===== config.mk =====
export PLATFORM = sky130hd
export DESIGN_NAME = dc_motor_euler_step
export DESIGN_NICKNAME = d
export VERILOG_FILES = /design/src/sv/dcme_pkg.sv /design/src/sv/dc_motor_euler_step.sv
export VERILOG_INCLUDE_DIRS = /design/src /design/src/sv
export SDC_FILE = /design/constraint.sdc
export NUM_CORES = 2
export LEC_CHECK = 0
export ABC_AREA = 1
export BUFFER_PORTS_ARGS = -buffer_cell sky130_fd_sc_hd__buf_4
export CAP_MARGIN = 20
export CORE_ASPECT_RATIO = 0.8
export CORE_MARGIN = 3
export CORE_UTILIZATION = 35
export DETAILED_ROUTE_END_ITERATION = 12
export PLACE_DENSITY = 0.56
export SYNTH_ARGS = -nofsm -noshare
export SYNTH_HDL_FRONTEND = slang
export SYNTH_SLANG_ARGS = --single-unit

===== constraint.sdc =====
create_clock -name clk -period 17.2 [get_ports clk]
set_clock_uncertainty 0.05 [all_clocks]
set_input_delay 2.58 -clock clk [delete_from_list [all_inputs] [get_ports clk]]
set_output_delay 2.58 -clock clk [all_outputs]
set_load 0.05 [all_outputs]

===== src/sv/dc_motor_euler_step_defines.svh =====
// Assertion macros shared by the motor model RTL.
// Depends on nothing; the including module must provide clk and rst_n.
`ifndef DC_MOTOR_EULER_STEP_DEFINES_SVH
`define DC_MOTOR_EULER_STEP_DEFINES_SVH

// Same-cycle implication, checked outside reset.
`define DCM_ASSERT_IMP(label, ante, cons, msg) \
  label: assert property (@(posedge clk) disable iff (!rst_n) (ante) |-> (cons)) \
    else $error(msg);

// Next-cycle implication, checked outside reset.
`define DCM_ASSERT_NXT(label, ante, cons, msg) \
  label: assert property (@(posedge clk) disable iff (!rst_n) (ante) |=> (cons)) \
    else $error(msg);

`endif


===== src/sv/dcme_pkg.sv =====
// Types, register map, microcode table and saturation helper for the motor model.
// Used by dc_motor_euler_step; depends on nothing.
package dcme_pkg;

  typedef enum logic {
    ST_IDLE,
    ST_RUN
  } state_t;

  typedef enum logic [2:0] {
    G_NONE,
    G_V2C,
    G_DECAY,
    G_BEMF,
    G_TORQUE,
    G_FRIC,
    G_STEP
  } gain_sel_t;

  typedef enum logic [1:0] {
    OP_VOLT,
    OP_CUR,
    OP_SPD,
    OP_ANG
  } opnd_sel_t;

  typedef enum logic [1:0] {
    ACC_NOP,
    ACC_LOAD,
    ACC_SUB
  } acc_op_t;

  typedef enum logic [1:0] {
    WB_NONE,
    WB_CUR,
    WB_SPD,
    WB_COMMIT
  } wb_sel_t;

  typedef struct packed {
    gain_sel_t gsel;
    opnd_sel_t msel;
    acc_op_t   acc_op;
    opnd_sel_t base_sel;
    wb_sel_t   wb;
    logic      loop_end;
  } ctl_t;

  localparam int UCODE_LEN = 8;
  localparam int PC_W = $clog2(UCODE_LEN);

  localparam logic [2:0] REG_V2C    = 3'd0;
  localparam logic [2:0] REG_DECAY  = 3'd1;
  localparam logic [2:0] REG_BEMF   = 3'd2;
  localparam logic [2:0] REG_TORQUE = 3'd3;
  localparam logic [2:0] REG_FRIC   = 3'd4;
  localparam logic [2:0] REG_STEP   = 3'd5;
  localparam logic [2:0] REG_LOW    = 3'd6;
  localparam logic [2:0] REG_HIGH   = 3'd7;

  // Each step multiplies into the product register while the accumulator
  // consumes the product of the step before.
  function automatic ctl_t ucode(input logic [PC_W-1:0] pc);
    ctl_t c;
    c = '{G_NONE, OP_VOLT, ACC_NOP, OP_VOLT, WB_NONE, 1'b0};
    case (pc)
      3'd0: c = '{G_V2C,    OP_VOLT, ACC_NOP,  OP_VOLT, WB_NONE,   1'b0};
      3'd1: c = '{G_DECAY,  OP_CUR,  ACC_LOAD, OP_CUR,  WB_NONE,   1'b0};
      3'd2: c = '{G_BEMF,   OP_SPD,  ACC_SUB,  OP_CUR,  WB_NONE,   1'b0};
      3'd3: c = '{G_TORQUE, OP_CUR,  ACC_SUB,  OP_CUR,  WB_NONE,   1'b0};
      3'd4: c = '{G_FRIC,   OP_SPD,  ACC_LOAD, OP_SPD,  WB_CUR,    1'b0};
      3'd5: c = '{G_STEP,   OP_SPD,  ACC_SUB,  OP_SPD,  WB_NONE,   1'b0};
      3'd6: c = '{G_NONE,   OP_VOLT, ACC_LOAD, OP_ANG,  WB_SPD,    1'b0};
      3'd7: c = '{G_NONE,   OP_VOLT, ACC_NOP,  OP_VOLT, WB_COMMIT, 1'b1};
      default: c = '{G_NONE, OP_VOLT, ACC_NOP, OP_VOLT, WB_NONE, 1'b0};
    endcase
    return c;
  endfunction

  function automatic logic signed [31:0] sat32(input logic signed [34:0] v);
    logic signed [31:0] r;
    r = v[31:0];
    if (v > 35'sd2147483647) begin
      r = 32'sh7FFF_FFFF;
    end else if (v < -35'sd2147483648) begin
      r = 32'sh8000_0000;
    end
    return r;
  endfunction

endpackage


===== src/sv/dc_motor_euler_step.sv =====
// Channel | Kind          | Payload (low bit up)
// in_     | stream slave  | drive_voltage[31:0]
// out_    | stream master | motor_current, rotor_speed, rotor_angle, hit_limit, zero pad
// cfg_    | APB slave     | eight 32-bit registers at byte addresses 0 to 28
// Each word runs SUBSTEPS substeps; each substep runs the microcode program, which uses
// the shared multiplier six times.
// A new word is taken the cycle after the previous one has finished its last substep,
// so no new word is accepted while one is in progress.
// The result sits in an output register; the last step waits only if that register
// is still full. Reset is synchronous and clears the control and model state and gains.
`include "dc_motor_euler_step_defines.svh"

module dc_motor_euler_step
  import dcme_pkg::*;
#(
  parameter int SUBSTEPS = 4
) (
  input  logic         clk,
  input  logic         rst_n,
  input  logic         in_tvalid,
  output logic         in_tready,
  input  logic [31:0]  in_tdata,   // drive_voltage
  output logic         out_tvalid,
  input  logic         out_tready,
  output logic [103:0] out_tdata,  // motor_current, rotor_speed, rotor_angle, hit_limit, pad
  input  logic         cfg_psel,
  input  logic         cfg_penable,
  input  logic         cfg_pwrite,
  input  logic [4:0]   cfg_paddr,
  input  logic [31:0]  cfg_pwdata,
  output logic [31:0]  cfg_prdata,
  output logic         cfg_pready
);

  localparam int SUB_W = (SUBSTEPS > 1) ? $clog2(SUBSTEPS) : 1;
  localparam logic [SUB_W-1:0] SUB_LAST = SUB_W'(SUBSTEPS - 1);

  logic [31:0] gv2c_r, gdecay_r, gbemf_r, gtorque_r, gfric_r, gstep_r;
  logic signed [31:0] lo_r, hi_r;

  state_t state_r, state_nxt;
  logic [PC_W-1:0]  pc_r;
  logic [SUB_W-1:0] sub_r;
  logic signed [31:0] volt_r, cur_r, spd_r, ang_r, ncur_r, nspd_r, prod_r;
  logic signed [34:0] acc_r, acc_nxt;
  logic hit_r, out_valid_r;
  logic [103:0] out_data_r;

  ctl_t ctl;
  logic cfg_wr, accept, last_sub, stall, run_en, finish;
  logic [31:0] gain;
  logic signed [31:0] mopnd, base, ang_sat, ang_fin, spd_fin;
  logic signed [64:0] mul_full;
  logic clamp, hit_nxt;

  assign cfg_pready = 1'b1;
  assign cfg_wr = cfg_psel & cfg_penable & cfg_pwrite & cfg_pready;

  always_ff @(posedge clk) begin
    if (!rst_n) begin
      gv2c_r    <= '0;
      gdecay_r  <= '0;
      gbemf_r   <= '0;
      gtorque_r <= '0;
      gfric_r   <= '0;
      gstep_r   <= '0;
      lo_r      <= 32'sh8000_0000;
      hi_r      <= 32'sh7FFF_FFFF;
    end else if (cfg_wr) begin
      case (cfg_paddr[4:2])
        REG_V2C:    gv2c_r    <= cfg_pwdata;
        REG_DECAY:  gdecay_r  <= cfg_pwdata;
        REG_BEMF:   gbemf_r   <= cfg_pwdata;
        REG_TORQUE: gtorque_r <= cfg_pwdata;
        REG_FRIC:   gfric_r   <= cfg_pwdata;
        REG_STEP:   gstep_r   <= cfg_pwdata;
        REG_LOW:    lo_r      <= cfg_pwdata;
        REG_HIGH:   hi_r      <= cfg_pwdata;
        default: ;
      endcase
    end
  end

  always_comb begin
    case (cfg_paddr[4:2])
      REG_V2C:    cfg_prdata = gv2c_r;
      REG_DECAY:  cfg_prdata = gdecay_r;
      REG_BEMF:   cfg_prdata = gbemf_r;
      REG_TORQUE: cfg_prdata = gtorque_r;
      REG_FRIC:   cfg_prdata = gfric_r;
      REG_STEP:   cfg_prdata = gstep_r;
      REG_LOW:    cfg_prdata = lo_r;
      REG_HIGH:   cfg_prdata = hi_r;
      default:    cfg_prdata = '0;
    endcase
  end

  // Sequencer control.
  assign ctl      = ucode(pc_r);
  assign accept   = in_tvalid & in_tready;
  assign last_sub = (sub_r == SUB_LAST);
  assign stall    = ctl.loop_end & last_sub & out_valid_r & ~out_tready;
  assign run_en   = (state_r == ST_RUN) & ~stall;
  assign finish   = run_en & ctl.loop_end & last_sub;

  always_comb begin
    state_nxt = state_r;
    case (state_r)
      ST_IDLE: if (accept) state_nxt = ST_RUN;
      ST_RUN:  if (finish) state_nxt = ST_IDLE;
      default: state_nxt = ST_IDLE;
    endcase
  end

  always_comb begin
    case (state_r)
      ST_IDLE: in_tready = 1'b1;
      default: in_tready = 1'b0;
    endcase
  end

  // Datapath.
  always_comb begin
    case (ctl.gsel)
      G_V2C:    gain = gv2c_r;
      G_DECAY:  gain = gdecay_r;
      G_BEMF:   gain = gbemf_r;
      G_TORQUE: gain = gtorque_r;
      G_FRIC:   gain = gfric_r;
      G_STEP:   gain = gstep_r;
      default:  gain = '0;
    endcase
  end

  always_comb begin
    case (ctl.msel)
      OP_CUR:  mopnd = cur_r;
      OP_SPD:  mopnd = spd_r;
      OP_ANG:  mopnd = ang_r;
      default: mopnd = volt_r;
    endcase
  end

  always_comb begin
    case (ctl.base_sel)
      OP_CUR:  base = cur_r;
      OP_SPD:  base = spd_r;
      OP_ANG:  base = ang_r;
      default: base = volt_r;
    endcase
  end

  // The arithmetic shift of the exact product floors toward minus infinity.
  assign mul_full = mopnd * $signed({1'b0, gain});

  always_comb begin
    case (ctl.acc_op)
      ACC_LOAD: acc_nxt = 35'(base) + 35'(prod_r);
      ACC_SUB:  acc_nxt = acc_r - 35'(prod_r);
      default:  acc_nxt = acc_r;
    endcase
  end

  // Angle clamp; the low limit is tested first.
  always_comb begin
    ang_sat = sat32(acc_r);
    ang_fin = ang_sat;
    spd_fin = nspd_r;
    clamp   = 1'b0;
    if (ang_sat < lo_r) begin
      ang_fin = lo_r;
      spd_fin = '0;
      clamp   = 1'b1;
    end else if (ang_sat > hi_r) begin
      ang_fin = hi_r;
      spd_fin = '0;
      clamp   = 1'b1;
    end
  end

  assign hit_nxt = hit_r | clamp;

  always_ff @(posedge clk) begin
    if (!rst_n) begin
      state_r <= ST_IDLE;
      pc_r    <= '0;
      sub_r   <= '0;
      hit_r   <= 1'b0;
      cur_r   <= '0;
      spd_r   <= '0;
      ang_r   <= '0;
    end else begin
      state_r <= state_nxt;
      if (accept) begin
        pc_r  <= '0;
        sub_r <= '0;
        hit_r <= 1'b0;
      end else if (run_en) begin
        if (ctl.loop_end) begin
          pc_r  <= '0;
          sub_r <= last_sub ? '0 : sub_r + 1'b1;
        end else begin
          pc_r <= pc_r + 1'b1;
        end
        if (ctl.wb == WB_COMMIT) begin
          cur_r <= ncur_r;
          spd_r <= spd_fin;
          ang_r <= ang_fin;
          hit_r <= hit_nxt;
        end
      end
    end
  end

  always_ff @(posedge clk) begin
    if (accept) begin
      volt_r <= in_tdata;
    end
    if (run_en) begin
      prod_r <= mul_full[63:32];
      acc_r  <= acc_nxt;
      if (ctl.wb == WB_CUR) begin
        ncur_r <= sat32(acc_r);
      end
      if (ctl.wb == WB_SPD) begin
        nspd_r <= sat32(acc_r);
      end
    end
  end

  always_ff @(posedge clk) begin
    if (!rst_n) begin
      out_valid_r <= 1'b0;
    end else if (finish) begin
      out_valid_r <= 1'b1;
    end else if (out_tready) begin
      out_valid_r <= 1'b0;
    end
  end

  always_ff @(posedge clk) begin
    if (finish) begin
      out_data_r <= {7'd0, hit_nxt, ang_fin, spd_fin, ncur_r};
    end
  end

  assign out_tvalid = out_valid_r;
  assign out_tdata  = out_data_r;

  `DCM_ASSERT_NXT(a_start, accept, (state_r == ST_RUN) && (pc_r == '0) && !hit_r, "bad start")
  `DCM_ASSERT_IMP(a_idle_clean, state_r == ST_IDLE, (pc_r == '0) && (sub_r == '0), "idle dirty")
  `DCM_ASSERT_NXT(a_finish_out, finish, out_valid_r && (state_r == ST_IDLE), "result lost")
  `DCM_ASSERT_NXT(a_clamp, run_en && (ctl.wb == WB_COMMIT) && (lo_r <= hi_r),
    (ang_r >= lo_r) && (ang_r <= hi_r), "angle out of limits")

endmodule


==> After elaboration in Yosys (flattened, before gate mapping) <==
Memory sizes are Yosys's and may differ from the RTL's. A register that Yosys moved wholly into a read port is not among the register bits.
Cells that the tools add are included.
{ "totals": {"regBits": 620, "romBits": 96, "inputBits": 76, "out_inout_bits": 139, "elab_cells": 113, "memories": 1} }
{ "memory_table": {"columns": ["name", "words", "width", "read_ports", "rd_ports_with_merged_regs", "write_ports", "line_no", "text"], "rows": [
  ["(no name shown)", 8, 12, 1, 1, 0, "dcme_pkg.sv:66", "case (pc)"]
]} }
{ "op_classes": {"add_sub_neg": 4, "n_mul": 1, "magnitude_cmp": 4, "n_eq_ne": 25, "mux": 23, "n_bitwise": 15, "reduce_logical": 18} }
{ "op_table": {"columns": ["operator", "n"], "rows": [
  ["$pmux W32 S8", 1],
  ["$mux W32", 6],
  ["$pmux W32 S3", 2],
  ["$pmux W32 S6", 1],
  ["$pmux W35 S2", 1],
  ["$mul A32 B33 Y64", 1],
  ["$gt A35 B32 Y1 const B", 1],
  ["$lt A35 B32 Y1 const B", 1],
  ["$sub A35 B32 Y35", 1],
  ["$add A32 B32 Y33", 1],
  ["$gt A32 B32 Y1", 1],
  ["$lt A32 B32 Y1", 1],
  ["$reduce_and A2 Y1", 13],
  ["$eq A3 B3 Y1 const B", 7],
  ["$eq A2 B2 Y1 const B", 8],
  ["$eq A3 B2 Y1 const B", 4],
  ["$and A1 B1 Y1", 9],
  ["$mux W3", 3],
  ["$eq A2 B1 Y1 const B", 4],
  ["$mux W1", 7],
  ["$eq A3 B1 Y1 const B", 2],
  ["$not A1 Y1", 5],
  ["$reduce_bool A2 Y1", 2],
  ["$add A3 B1 Y3 const B", 1],
  ["7 further kinds", 7]
]} }

==> Depth between registers and ports, before layout <==
{ "logic_depth": {"depth_word": 10, "mapped_depth": 40, "mapped_depth_nobuf": 37} }

==> Worst setup path after synthesis <==
No wires, ideal clock.
{ "synth_timing": {"path_kind": "reg-to-reg", "start": "register, netlist name ctl[9]", "end": "register prod_r[22], data pin", "setup_time_ns": 0.258, "arrival_ns": 7.304, "required_ns": 16.892, "setup_slack_ns": 9.588, "path_stages_with_launch": 33, "n_path_buf": 3, "period_less_slack_ns": 7.612, "cell_sequence": "dfxtp_1 inv_2 nor3_2 inv_2 buf_4 buf_2 o22ai_1 nor4_2 buf_2 nor2_1 fa_1 fa_1 inv_1 fa_1 inv_1 fa_1 fa_1 fa_1 fa_1 inv_1 fa_1 inv_1 ha_1 nand2_1 nor2_1 nand2_1 nor4_1 a21oi_1 nand2_1 nand2_1 nand2_2 a21oi_1 xnor2_1"} }
{ "synth_between": {"elab_chain_len": 3, "word_cells_on_any_way": 8, "cone_classes": "1 x mul; 6 x eq/ne; 1 x mux"} }
{ "synth_rtl": {"columns": ["item", "line_no", "text"], "rows": [
  ["$eq A3 B3 Y1 (tied with other cells)", "dc_motor_euler_step.sv:124", "case (ctl.gsel)"],
  ["$pmux W32 S6 (*)", "dc_motor_euler_step.sv:124", null],
  ["$mul A32 B33 Y64 (*)", "dc_motor_euler_step.sv:154", "assign mul_full = mopnd * $signed({1'b0, gain});"],
  ["named net mul_full[54]", "dc_motor_euler_step.sv:53", "logic signed [64:0] mul_full;"],
  ["to (signal assigned)", "dc_motor_euler_step.sv:220", "prod_r <= mul_full[63:32];"],
  ["to (decl)", "dc_motor_euler_step.sv:44", "logic signed [31:0] volt_r, cur_r, spd_r, ang_r, ncur_r, nspd_r, prod_r;"]
]} }
The timed path passes the listed nets; every way through them passes the cells marked *.
A chain may end at the register's enable or synchronous reset.

==> Worst setup path in the final report <==
{ "layout_timing": {"start": "register, netlist name ctl[9]", "end": "register prod_r[22], data pin"} }
{ "layout_between": {"elab_chain_len": 3, "word_cells_on_any_way": 8, "cone_classes": "1 x mul; 6 x eq/ne; 1 x mux"} }
{ "layout_rtl": {"columns": ["item", "line_no"], "rows": [
  ["$eq A3 B3 Y1 (tied with other cells)", "dc_motor_euler_step.sv:124"],
  ["$pmux W32 S6 (*)", "dc_motor_euler_step.sv:124"],
  ["$mul A32 B33 Y64 (*)", "dc_motor_euler_step.sv:154"],
  ["named net mul_full[54]", "dc_motor_euler_step.sv:53"]
]} }
Marks and branches as above.

==> reports/metrics.csv <==
metric;value;unit
status;finished, final reports clean;
Crit-path slowest cell;inv_1;
Post CTS Setup Buffer Count;0;
Clock Sinks;632;
Final nets;9389;
HPWL after DPL;196;mm
worst skew pair latency;680;ps
Crit. End Element;flop;
crit path DAT;10620;ps
startpoint class of the critical path;flop;
die height;391;µm
Mean Syn Cell Area;8.15;µm²
top cells by area, synth;fa_1, edfxtp_1, dfxtp_1;
VDD IR max;0.0799;mV
CP delay by family, top;adder cells;
Total Wirelength;258;mm
vias post-DR;56500;
Die ar.;0.190;mm²
top-count cell post-synth;inv_1;
I/O pin cnt;215;
vias in the first global route;55800;
Root Buffer;clkbuf_16;
Unique masters post-synth;56;
core area;0.183;mm²
Post-Layout Cell Count;10500;
sequential share of the synthesized area;0.235;
post-CTS sizing;0;
post-synthesis mux area share;0.000328;
number of flip-flops in the largest register;97;
share of layout cells above drive strength 1;0.0693;
Max-Cap Viols;0;
Crit Path Category;reg -> reg;
largest net degree at the start of global routing;120;
sw frac;0.387;
unrepaired setup endpoints after global routing;false;
internal power;2.89;mW
Remaining DRCs;0;
Lkg Pwr;33.4;nW
first-pass GRT wire length;379;mm
DR iter-0 viols;6555;
Synth Area in Adders;0.359;
ys async rst share;0;
row count;140;
Setup Viol. Count Final;0;
Post-Synth XOR/XNOR Area;0.00594;
Net Switching;1.82;mW
Vias/cell;5.40;
placed cells;10300;
antenna violation net count after detailed routing;0;
WL/cell;24.6;µm
clock power share;0.312;
Layout Area Growth over Synthesis;10.2;%
synth cell count leaders;inv_1, nand2_1, nor2_1, fa_1, a21oi_1;
CTS tree;done;
FF/Latch Area;0.0153;mm²
ys flop type;dfxtp_1;
number of port buffers;204;
Yosys top cell area share;0.277;
setup total negative slack;0;ps
Max Fclk;0.0980;GHz
Synth area leader;fa_1;
Hold Crit Class;reg -> reg;
sequential power share;0.352;
Slew Viols, Final;0;
largest family of logic cells by synthesized area;adder cells;
Layout fillers;18600;
PwrDens;66.0;mW/mm²
Die W;487;µm
global route overflow;0;
area of the multi-input gates;0.0426;mm²
H-tree depth;2;
Mapped Area;0.0648;mm²
hold violation count in the final report;0;
gpl congestion;1.01;
Worst-path clk slew;80;ps
min cycle time layout;10200;ps
Starting Density;0.354;
Global Route Usage Sum;0.268;
Syn. warnings;0;
drt pass-1 iters;8;
initial antenna violation count;9;
Compound-Gate Fraction of Synth Area;0.123;
slew margin rel.;0.223;
CP Buf/Inv Count;10;
flops & latches, synth;632;
Core Util, Final;0.390;
combinational power share;0.336;
Critical Path Most Common Cell;fa_1;
Critical Path RT;17620;ps
CTS Buf Count;60;
hold buffers post-CTS;0;
CTS max path bufs;3;
Worst-Margin Slew;1160;ps
Mapped Cells;7952;
final period utilization;0.593;
Post-Synth Simple-Gate Area;0.163;
crit-path max cell delay;890;ps
Post-synth EDFFs;260;
Crit Path Max Fanout;20;
==> layer usage <==
layer | vias to the layer above | track usage | share of wire | routed length [µm]
met3 | 330 | 0.0737 | 0.12 | 30500
met4 | 2 | 0.0671 | 0.029 | 7370
li1 | 25100 | - | - | -
met5 | - | 0.00381 | 0.00038 | 99
met2 | 2970 | 0.376 | 0.40 | 104000
met1 | 28000 | 0.403 | 0.45 | 116000
==> cells in the final DEF, fill, tap and decap left out, types with 53 or more instances in the layout <==
cell type,synthesis,routed
a221oi_1,84,84
dfxtp_1,372,372
clkbuf_16,0,61
inv_1,1498,1493
a21oi_1,558,558
nand3_1,212,210
o22ai_1,76,76
o21ai_0,545,537
buf_4,16,343
ha_1,424,424
nand2_1,1129,1128
fa_1,898,898
nand4_1,53,53
edfxtp_1,260,260
nor2_1,1107,1100
==> through the flow <==
stage	hold slack, ps	power (mW)	area, µm²	setup slack [ps]
6_report	396	4.71	71400	7000
3_3_place_gp	383	3.21	69300	7370
4_1_cts	397	4.69	71400	7200
3_5_place_dp	381	3.22	69300	7250
2_1_floorplan	371	2.59	64900	9590
5_1_grt	404	4.93	71400	6730
==> cell type report <==
class,instances,area share
multi-input cells,5408,0.596
flip-flops and latches,632,0.214
clock inverters,34,0.00606
inverters,1542,0.0811
repair buffers,347,0.0372
clock buffers,80,0.0234
well taps,2414,0.0423
diodes,2,0.0000701
==> power by group through the flow <==
stage,clock network (mW),registers [mW],logic (mW)
5_1_grt,1.55,1.66,1.72
3_3_place_gp,0,1.69,1.52
6_report,1.47,1.66,1.58
4_1_cts,1.49,1.66,1.54
2_1_floorplan,0,1.66,0.925
3_5_place_dp,0,1.69,1.53
==> final timing paths <==
| check | cells past startpoint | slack, ps | end | start |
|---|---|---|---|---|
| worst max-delay path | 33 | 7000 | prod_r[22]$_DFFE_PP_ | ctl[9]$_DFF_P_ |
| worst min-delay path | 0 | 400 | out_tdata[20]$_DFFE_PP_ | ncur_r[20]$_DFFE_PP_ |
| worst max register to register | 33 | 7000 | prod_r[22]$_DFFE_PP_ | ctl[9]$_DFF_P_ |
| worst min register to register | 0 | 400 | out_tdata[20]$_DFFE_PP_ | ncur_r[20]$_DFFE_PP_ |
==> logic make-up after synthesis <==
| group | count (synthesis) |
|---|---|
| xor gates and xnor gates | 44 |
| muxes | 2 |
| adders and majority gates | 1322 |
| buffers and inverters | 1918 |
| AOI/OAI and AO/OA | 1430 |
| other | 2 |
| and+or+nand+nor | 2602 |
| DFF | 632 |
(Power assumes the default switching activity.)
